## src/rtl/percent_escape_codec_macros.svh

```systemverilog
// ----------------------------------------------------------------------------
// percent_escape_codec_macros
// assertion macros used by the codec back end (pec_back)
// ----------------------------------------------------------------------------
`ifndef PERCENT_ESCAPE_CODEC_MACROS_SVH
`define PERCENT_ESCAPE_CODEC_MACROS_SVH

// same-cycle implication, disabled while in reset
`define PEC_ASSERT_IMPL(lbl, ante, cons, msg) \
  lbl: assert property (@(posedge clk) disable iff (!rst_n) (ante) |-> (cons)) \
    else $error(msg);

// next-cycle implication, disabled while in reset
`define PEC_ASSERT_NEXT(lbl, ante, cons, msg) \
  lbl: assert property (@(posedge clk) disable iff (!rst_n) (ante) |=> (cons)) \
    else $error(msg);

`endif

```

## src/rtl/pec_pkg.sv

```systemverilog
// ----------------------------------------------------------------------------
// pec_pkg
// types, character constants and helpers for the percent-escape codec
// ----------------------------------------------------------------------------
`timescale 1ns / 1ps

package pec_pkg;

  localparam int PEC_QDEPTH = 4;

  localparam logic [7:0] CH_PCT     = 8'h25;
  localparam logic [7:0] CH_ZERO    = 8'h30;
  localparam logic [7:0] CH_NINE    = 8'h39;
  localparam logic [7:0] CH_UPPER_A = 8'h41;
  localparam logic [7:0] CH_UPPER_Z = 8'h5A;
  localparam logic [7:0] CH_LOWER_A = 8'h61;
  localparam logic [7:0] CH_LOWER_Z = 8'h7A;
  localparam logic [7:0] CH_DOT     = 8'h2E;
  localparam logic [7:0] CH_COMMA   = 8'h2C;
  localparam logic [7:0] CH_DASH    = 8'h2D;
  localparam logic [7:0] CH_UNDER   = 8'h5F;

  typedef struct packed {
    logic [7:0] in_byte;
    logic       in_last;
  } pec_in_t;

  typedef struct packed {
    logic [7:0] out_byte;
    logic       out_last;
    logic       truncated;
  } pec_out_t;

  typedef enum logic [1:0] {
    PH_IDLE = 2'd0,
    PH_PCT  = 2'd1,
    PH_HI   = 2'd2
  } phase_t;

  typedef enum logic {
    CMD_EMIT = 1'b0,
    CMD_ESC  = 1'b1
  } cmd_kind_t;

  typedef struct packed {
    cmd_kind_t  kind;
    logic [7:0] data;
    logic       last;
    logic       trunc;
  } pec_cmd_t;

  typedef struct packed {
    logic empty;
    logic full;
  } pec_qstat_t;

  function automatic logic [7:0] nibble_to_hex(input logic [3:0] n);
    logic [7:0] w;
    w = {4'd0, n};
    return (n <= 4'd9) ? (w + CH_ZERO) : (w + (CH_UPPER_A - 8'd10));
  endfunction

endpackage

```

## src/rtl/pec_front.sv

```systemverilog
// ----------------------------------------------------------------------------
// pec_front
// accepts input words, tracks escape state and queues output commands
// ----------------------------------------------------------------------------
`timescale 1ns / 1ps

module pec_front
  import pec_pkg::*;
(
  input  logic     clk,
  input  logic     rst_n,
  input  logic     in_valid,
  output logic     in_stall,
  input  pec_in_t  in_data,
  input  logic     cfg_we,
  input  logic     cfg_wdata,
  input  logic     q_full,
  output logic     push,
  output pec_cmd_t cmd
);

  logic       mode_r;
  phase_t     phase_r, phase_nxt;
  logic [3:0] hi_r, hi_nxt;
  logic       accept;
  logic [7:0] b;
  logic       last;
  logic [7:0] hv;
  logic [7:0] sum;
  logic       is_digit;
  logic       is_plain;
  logic       is_pct;

  assign in_stall = q_full;
  assign accept   = in_valid && !q_full;
  assign b        = in_data.in_byte;
  assign last     = in_data.in_last;

  assign is_digit = (b >= CH_ZERO) && (b <= CH_NINE);
  assign is_pct   = (b == CH_PCT);
  assign is_plain = is_digit
                 || ((b >= CH_UPPER_A) && (b <= CH_UPPER_Z))
                 || ((b >= CH_LOWER_A) && (b <= CH_LOWER_Z))
                 || (b == CH_DOT) || (b == CH_COMMA)
                 || (b == CH_DASH) || (b == CH_UNDER);

  assign hv  = is_digit ? (b - CH_ZERO) : (b + 8'd10 - CH_UPPER_A);
  assign sum = {hi_r, 4'd0} + hv;

  // next escape state
  always_comb begin
    phase_nxt = phase_r;
    hi_nxt    = hi_r;
    if (accept && mode_r) begin
      unique case (phase_r)
        PH_PCT: begin
          if (last) begin
            phase_nxt = PH_IDLE;
            hi_nxt    = 4'd0;
          end else begin
            phase_nxt = PH_HI;
            hi_nxt    = hv[3:0];
          end
        end
        PH_HI: begin
          phase_nxt = PH_IDLE;
          hi_nxt    = 4'd0;
        end
        default: begin
          phase_nxt = (is_pct && !last) ? PH_PCT : PH_IDLE;
        end
      endcase
    end
  end

  // command toward the back end
  always_comb begin
    push       = 1'b0;
    cmd.kind   = CMD_EMIT;
    cmd.data   = b;
    cmd.last   = last;
    cmd.trunc  = 1'b0;
    if (!mode_r) begin
      push = accept;
      if (!is_plain) begin
        cmd.kind = CMD_ESC;
      end
    end else begin
      unique case (phase_r)
        PH_PCT: begin
          push      = accept && last;
          cmd.data  = 8'd0;
          cmd.last  = 1'b1;
          cmd.trunc = 1'b1;
        end
        PH_HI: begin
          push     = accept;
          cmd.data = sum;
        end
        default: begin
          if (is_pct) begin
            push      = accept && last;
            cmd.data  = 8'd0;
            cmd.last  = 1'b1;
            cmd.trunc = 1'b1;
          end else begin
            push = accept;
          end
        end
      endcase
    end
  end

  always_ff @(posedge clk) begin
    if (!rst_n) begin
      mode_r  <= 1'b0;
      phase_r <= PH_IDLE;
      hi_r    <= 4'd0;
    end else if (cfg_we) begin
      mode_r  <= cfg_wdata;
      phase_r <= PH_IDLE;
      hi_r    <= 4'd0;
    end else begin
      phase_r <= phase_nxt;
      hi_r    <= hi_nxt;
    end
  end

endmodule

```

## src/rtl/pec_fifo.sv

```systemverilog
// ----------------------------------------------------------------------------
// pec_fifo
// small command queue between front and back end
// ----------------------------------------------------------------------------
`timescale 1ns / 1ps

module pec_fifo
  import pec_pkg::*;
#(
  parameter int DEPTH = PEC_QDEPTH
) (
  input  logic       clk,
  input  logic       rst_n,
  input  logic       push,
  input  pec_cmd_t   push_data,
  input  logic       pop,
  output pec_cmd_t   head,
  output pec_qstat_t qstat
);

  localparam int PTR_W = (DEPTH > 1) ? $clog2(DEPTH) : 1;
  localparam int CNT_W = $clog2(DEPTH + 1);

  pec_cmd_t           mem_r [DEPTH];
  logic [PTR_W-1:0]   wr_ptr_r, wr_ptr_nxt;
  logic [PTR_W-1:0]   rd_ptr_r, rd_ptr_nxt;
  logic [CNT_W-1:0]   cnt_r, cnt_nxt;

  assign head        = mem_r[rd_ptr_r];
  assign qstat.empty = (cnt_r == '0);
  assign qstat.full  = (cnt_r == CNT_W'(DEPTH));

  always_comb begin
    wr_ptr_nxt = wr_ptr_r;
    rd_ptr_nxt = rd_ptr_r;
    cnt_nxt    = cnt_r;
    if (push) begin
      wr_ptr_nxt = (wr_ptr_r == PTR_W'(DEPTH - 1)) ? '0 : wr_ptr_r + 1'b1;
    end
    if (pop) begin
      rd_ptr_nxt = (rd_ptr_r == PTR_W'(DEPTH - 1)) ? '0 : rd_ptr_r + 1'b1;
    end
    if (push && !pop) begin
      cnt_nxt = cnt_r + 1'b1;
    end else if (pop && !push) begin
      cnt_nxt = cnt_r - 1'b1;
    end
  end

  always_ff @(posedge clk) begin
    if (push) begin
      mem_r[wr_ptr_r] <= push_data;
    end
  end

  always_ff @(posedge clk) begin
    if (!rst_n) begin
      wr_ptr_r <= '0;
      rd_ptr_r <= '0;
      cnt_r    <= '0;
    end else begin
      wr_ptr_r <= wr_ptr_nxt;
      rd_ptr_r <= rd_ptr_nxt;
      cnt_r    <= cnt_nxt;
    end
  end

endmodule

```

## src/rtl/pec_back.sv

```systemverilog
// ----------------------------------------------------------------------------
// pec_back
// expands queued commands into output words through an output register
// ----------------------------------------------------------------------------
`timescale 1ns / 1ps

`include "percent_escape_codec_macros.svh"

module pec_back
  import pec_pkg::*;
(
  input  logic       clk,
  input  logic       rst_n,
  input  pec_cmd_t   q_head,
  input  pec_qstat_t qstat,
  output logic       pop,
  output logic       out_valid,
  input  logic       out_stall,
  output pec_out_t   out_data
);

  logic       out_valid_r, out_valid_nxt;
  pec_out_t   out_r, out_nxt;
  logic       busy_r, busy_nxt;
  logic [1:0] idx_r, idx_nxt;
  pec_cmd_t   cmd_r, cmd_nxt;
  logic       advance;

  assign advance   = !out_valid_r || !out_stall;
  assign out_valid = out_valid_r;
  assign out_data  = out_r;

  always_comb begin
    out_valid_nxt = out_valid_r;
    out_nxt       = out_r;
    busy_nxt      = busy_r;
    idx_nxt       = idx_r;
    cmd_nxt       = cmd_r;
    pop           = 1'b0;
    if (advance) begin
      if (busy_r) begin
        out_valid_nxt = 1'b1;
        case (idx_r)
          2'd1: begin
            out_nxt = '{out_byte: nibble_to_hex(cmd_r.data[7:4]),
                        out_last: 1'b0, truncated: 1'b0};
            idx_nxt = 2'd2;
          end
          default: begin
            out_nxt  = '{out_byte: nibble_to_hex(cmd_r.data[3:0]),
                         out_last: cmd_r.last, truncated: 1'b0};
            idx_nxt  = 2'd0;
            busy_nxt = 1'b0;
          end
        endcase
      end else if (!qstat.empty) begin
        pop           = 1'b1;
        out_valid_nxt = 1'b1;
        if (q_head.kind == CMD_ESC) begin
          out_nxt  = '{out_byte: CH_PCT, out_last: 1'b0, truncated: 1'b0};
          cmd_nxt  = q_head;
          busy_nxt = 1'b1;
          idx_nxt  = 2'd1;
        end else begin
          out_nxt = '{out_byte: q_head.data, out_last: q_head.last,
                      truncated: q_head.trunc};
        end
      end else begin
        out_valid_nxt = 1'b0;
      end
    end
  end

  always_ff @(posedge clk) begin
    out_r <= out_nxt;
    cmd_r <= cmd_nxt;
  end

  always_ff @(posedge clk) begin
    if (!rst_n) begin
      out_valid_r <= 1'b0;
      busy_r      <= 1'b0;
      idx_r       <= 2'd0;
    end else begin
      out_valid_r <= out_valid_nxt;
      busy_r      <= busy_nxt;
      idx_r       <= idx_nxt;
    end
  end

  `PEC_ASSERT_IMPL(a_pop_nonempty, pop, !qstat.empty, "pop from empty queue")
  `PEC_ASSERT_IMPL(a_busy_idx, busy_r, idx_r != 2'd0, "escape sequencer index lost")
  `PEC_ASSERT_IMPL(a_pct_first, out_valid_r && busy_r && (idx_r == 2'd1), out_r.out_byte == CH_PCT, "escape not led by percent")
  `PEC_ASSERT_IMPL(a_trunc_last, out_valid_r && out_r.truncated, out_r.out_last, "truncated word not last")

endmodule

```

## src/rtl/percent_escape_codec.sv

```systemverilog
// ----------------------------------------------------------------------------
// percent_escape_codec
// streaming percent-escape encoder and decoder
// ----------------------------------------------------------------------------
// cfg_we/cfg_wdata select encode (0) or decode (1) and reset the escape
// state; write only while idle. in decode mode every input word is taken
// while the queue is not full. in encode mode a plain word produces one
// output word per cycle while out_stall is low, and an escaped word
// produces three output words, a percent sign and two hex digits; a queue
// of QDEPTH commands lets the input side keep accepting while the output
// side works through an escape or is stalled
// ----------------------------------------------------------------------------
`timescale 1ns / 1ps

module percent_escape_codec
  import pec_pkg::*;
#(
  parameter int QDEPTH = PEC_QDEPTH
) (
  input  logic     clk,
  input  logic     rst_n,
  input  logic     in_valid,
  output logic     in_stall,
  input  pec_in_t  in_data,
  output logic     out_valid,
  input  logic     out_stall,
  output pec_out_t out_data,
  input  logic     cfg_we,
  input  logic     cfg_wdata
);

  logic       push;
  logic       pop;
  pec_cmd_t   cmd;
  pec_cmd_t   q_head;
  pec_qstat_t qstat;

  pec_front u_front (
    .clk       (clk),
    .rst_n     (rst_n),
    .in_valid  (in_valid),
    .in_stall  (in_stall),
    .in_data   (in_data),
    .cfg_we    (cfg_we),
    .cfg_wdata (cfg_wdata),
    .q_full    (qstat.full),
    .push      (push),
    .cmd       (cmd)
  );

  pec_fifo #(
    .DEPTH (QDEPTH)
  ) u_fifo (
    .clk       (clk),
    .rst_n     (rst_n),
    .push      (push),
    .push_data (cmd),
    .pop       (pop),
    .head      (q_head),
    .qstat     (qstat)
  );

  pec_back u_back (
    .clk       (clk),
    .rst_n     (rst_n),
    .q_head    (q_head),
    .qstat     (qstat),
    .pop       (pop),
    .out_valid (out_valid),
    .out_stall (out_stall),
    .out_data  (out_data)
  );

endmodule
```

## config.mk

```make
export PLATFORM = sky130hd
export DESIGN_NAME = percent_escape_codec
export DESIGN_NICKNAME = d
export VERILOG_FILES = /design/src/rtl/pec_pkg.sv /design/src/rtl/pec_front.sv /design/src/rtl/pec_fifo.sv /design/src/rtl/pec_back.sv /design/src/rtl/percent_escape_codec.sv
export VERILOG_INCLUDE_DIRS = /design/src /design/src/rtl
export SDC_FILE = /design/constraint.sdc
export NUM_CORES = 1
export LEC_CHECK = 0
export ABC_AREA = 1
export BUFFER_PORTS_ARGS = -buffer_cell sky130_fd_sc_hd__buf_2
export CAP_MARGIN = 20
export CORE_ASPECT_RATIO = 0.6
export CORE_UTILIZATION = 40
export CTS_BUF_LIST = sky130_fd_sc_hd__clkbuf_4 sky130_fd_sc_hd__clkbuf_8
export DETAILED_ROUTE_END_ITERATION = 10
export SLEW_MARGIN = 5
export SYNTH_ARGS = -nofsm -noshare
export SYNTH_HDL_FRONTEND = slang
export SYNTH_HIERARCHICAL = 1
export SYNTH_SLANG_ARGS = --single-unit
export TNS_END_PERCENT = 1
```

## constraint.sdc

```tcl
create_clock -name clk -period 2.49 [get_ports clk]
set_input_delay 0.1245 -clock clk [delete_from_list [all_inputs] [get_ports clk]]
set_output_delay 0.1245 -clock clk [all_outputs]
set_load 0.02 [all_outputs]
```

==> results.json <==
{
  "synth_xor_area_frac": 0.0136,
  "drt-pass1-iter-count": 7,
  "hpwlAfterDp_um": 7780,
  "cp_common_cell": "inv_1",
  "synth_compound_area_frac": 0.108,
  "worst-r2r-cell-count": 16,
  "cp-start-kind": "register",
  "cts.htree.levels": 3,
  "comb_power_share": 0.397,
  "fmax_mhz": 439,
  "cts.sinks": 83,
  "final_cell_mix": "nand2_1 (76), edfxtp_1 (63), nor2_1 (48)",
  "hold_start": "cfg_wdata",
  "yosysSeqAreaShare": 0.510,
  "power_frac_clock": 0.172,
  "routed_wl_um": 10100,
  "fin_skew_ns": 0.0106,
  "finalSetupViolCount": 0,
  "antenna_cells": 0,
  "power_density_mw_per_mm2": 947,
  "track_usage": 0.185,
  "clk_latency_ns": 0.35,
  "internal_power_mw": 2.96,
  "vias": 3416,
  "die_w_um": 139,
  "placedInstanceArea_sq_mm": 0.00496,
  "finalWeightedCongestion": 0.929,
  "post-place-ws_ns": -0.0346,
  "io_pins": 27,
  "cp_cell_sequence": "inv_1, ha_1, inv_1, nor2_1, nand2_1, o21ai_0, a21oi_1, ha_2, inv_1, fa_2, inv_1, nand2_1, nand3_1, nand2_1, inv_1, nor2_1",
  "hold_path.class": "in -> reg",
  "timing.rr.end": "u_fifo/cnt_r[2]",
  "yosysWarnings": 6,
  "cts_made_buffers": 9,
  "coreArea_sq_mm": 0.0107,
  "synthAdderAreaFrac": 0.0757,
  "grt_pass1_vias": 3169,
  "hold_viol": 0,
  "drtIter0Drc": 312,
  "cts_tree": "yes",
  "finalCritPeriodShare": 0.914,
  "clkTransAtPathRegs_ns": 0.08,
  "relSlewSlack": 0.450,
  "die_y_um": 84.1,
  "hold_buffers": 0,
  "slew_viol_final": 0,
  "slowest_stage": "dfxtp_2",
  "routedWlPerCell_um": 14.8,
  "slowest_delay_ns": 0.35,
  "synthDistinctLibCells": 40,
  "postSynthNetCount": 523,
  "syn_area_sq_mm": 0.00450,
  "worst-slew-pin-transition_ns": 0.816,
  "syn_to_final_growth_pct": 14.0,
  "min_to": "u_front/mode_r",
  "cp_max_fo": 3,
  "drcViolationCount": 0,
  "cts_resized": 0,
  "switching_share": 0.390,
  "p_switching_mw": 1.90,
  "synth_top_family_by_area": "simple AND/OR/NAND/NOR gates",
  "nFillCells": 1036,
  "outcome": "finished clean",
  "synthMuxAreaShare": 0,
  "max-vdd-ir-drop_mv": 0.482,
  "cts_setup_buffers": 0,
  "cts_root_buf": "clkbuf_8",
  "rsz0062_at_grt": "false",
  "final_layout_size_suffix_gt1_frac": 0.228,
  "fin_crit_ns": 2.28,
  "reg2reg_slack_ns": 0.21,
  "worstPathArrival_ns": 2.53,
  "fin_nets": 580,
  "p_leak_nw": 2.15,
  "final_common_cell": "nand2_1",
  "cts_buffer_depth": 2,
  "criticalPathCategory": "reg -> reg",
  "final_util": 0.478,
  "synthSimpleGateAreaFrac": 0.216,
  "worstPathRequired_ns": 2.74,
  "vias_per_cell": 5.00,
  "layout_setup_ws_ns": 0.213,
  "design_area_sq_mm": 0.00513,
  "rows": 29,
  "grt_antenna_before_repair": 0,
  "worst_setup_path_end_kind": "register",
  "io_buffers": 26,
  "grt_pass1_wl_um": 16400,
  "grt_max_degree": 21,
  "syn_avg_cell_area_sq_um": 9.33,
  "die-area_sq_mm": 0.0117,
  "seq_power_share": 0.431,
  "worstHoldPathCells": 3,
  "netlist_instances": 482,
  "synth.ff_latch_count": 83,
  "maxCapViolations": 0,
  "r2r-start": "u_front/phase_r[0]",
  "start_util": 0.419,
  "antenna_left": 0,
  "grt-ovfl-total": 0
}
cell usage after synthesis, drive strengths merged:
library cell | n | area (sq um)
a21boi | 1 | 7.51
a21oi | 25 | 129
a22oi | 2 | 15.0
a31oi | 1 | 6.26
a32o | 1 | 10.0
buf | 10 | 81.3
clkinv | 2 | 7.51
dfxtp | 20 | 400
edfxtp | 63 | 1890
fa | 2 | 40.0
ha | 24 | 300
inv | 66 | 258
nand2 | 92 | 414
nand3 | 35 | 175
nand3b | 2 | 15.0
nand4 | 2 | 12.5
nor2 | 59 | 293
nor3 | 9 | 50.1
nor3b | 1 | 7.51
nor4 | 1 | 6.26
o21ai | 43 | 226
o221ai | 1 | 8.76
o22ai | 13 | 81.3
xnor2 | 1 | 8.76
xor2 | 6 | 52.6
registers in the layout (all words and copies together), names as in the netlist, named ones only:
register	cells
u_fifo/mem_r	44
u_front/phase_r	2
u_front/mode_r	1
u_back/cmd_r	9
u_back/idx_r	2
u_fifo/rd_ptr_r	2
u_front/hi_r	4
u_fifo/wr_ptr_r	2
u_fifo/cnt_r	3
u_back/out_valid	1
u_back/busy_r	1
u_back/out_data	10
worst max-delay path by stage:
stage	slack (ns)	cells past startpoint	endpoint	from
6_report	0.21	16	u_fifo/cnt_r[2]	u_front/phase_r[0]
5_1_grt	0.01	15	u_fifo/cnt_r[2]	u_front/phase_r[0]
4_1_cts	0.15	16	u_fifo/cnt_r[2]	u_front/phase_r[0]
3_5_place_dp	-0.03	20	u_fifo/mem_r[0][9]	in_data[2]
3_3_place_gp	0.04	20	u_fifo/mem_r[1][9]	in_data[2]
2_1_floorplan	0.14	16	u_fifo/cnt_r[2]	u_front/phase_r[0]
kinds of logic after synthesis:
family / count (synthesis)
buffers and inverters: 78
and+or+nand+nor: 201
adders and majority gates: 26
DFF: 83
AOI/OAI and AO/OA: 87
xor gates and xnor gates: 7
area by class of cell:
cell class	count	area (sq um)	area share
sequential	83	2290	0.447
multi-input combinational	321	1860	0.364
timing repair buffer	56	368	0.0717
inverter	68	265	0.0517
tap	139	174	0.0339
clock buffer	12	146	0.0285
clock inverter	4	17.5	0.00342
stage by stage:
step / hold WS, ns / TNS, ns / std cells / total power [mW]
6_report: 0.0194 / 0 / 683 / 4.86
5_1_grt: 0.0167 / 0 / 683 / 5.22
4_1_cts: 0.0147 / 0 / 683 / 4.88
3_5_place_dp: 0.393 / -0.139 / 667 / 4.04
3_3_place_gp: 0.368 / 0 / 667 / 3.99
2_1_floorplan: 0.246 / 0 / 482 / 3.49
metal layers:
metal | track usage | vias to the layer above | wire length, um
met4 | 0.0384 | 0 | 57
met5 | 0 | - | 0
met3 | 0.0531 | 6 | 669
met1 | 0.289 | 1573 | 5470
li1 | - | 1738 | -
met2 | 0.250 | 99 | 3880
critical path, delay by kind of cell, from the launching register on:
family          cells  cell delay [ns]
flops               1             0.35
simple gates        6             0.33
compound gates      2             0.32
buf+inv             5             0.31
fa+ha+maj           3             0.88
power by group through the flow:
stage          clock (mW)  sequential [mW]  combinational, mW
6_report            0.836             2.09               1.93
5_1_grt             0.918             2.13               2.18
4_1_cts             0.862             2.09               1.93
3_5_place_dp            0             2.12               1.92
3_3_place_gp            0             2.11               1.88
2_1_floorplan           0             2.19               1.30
Note: power is estimated with default switching activity, not from simulation.
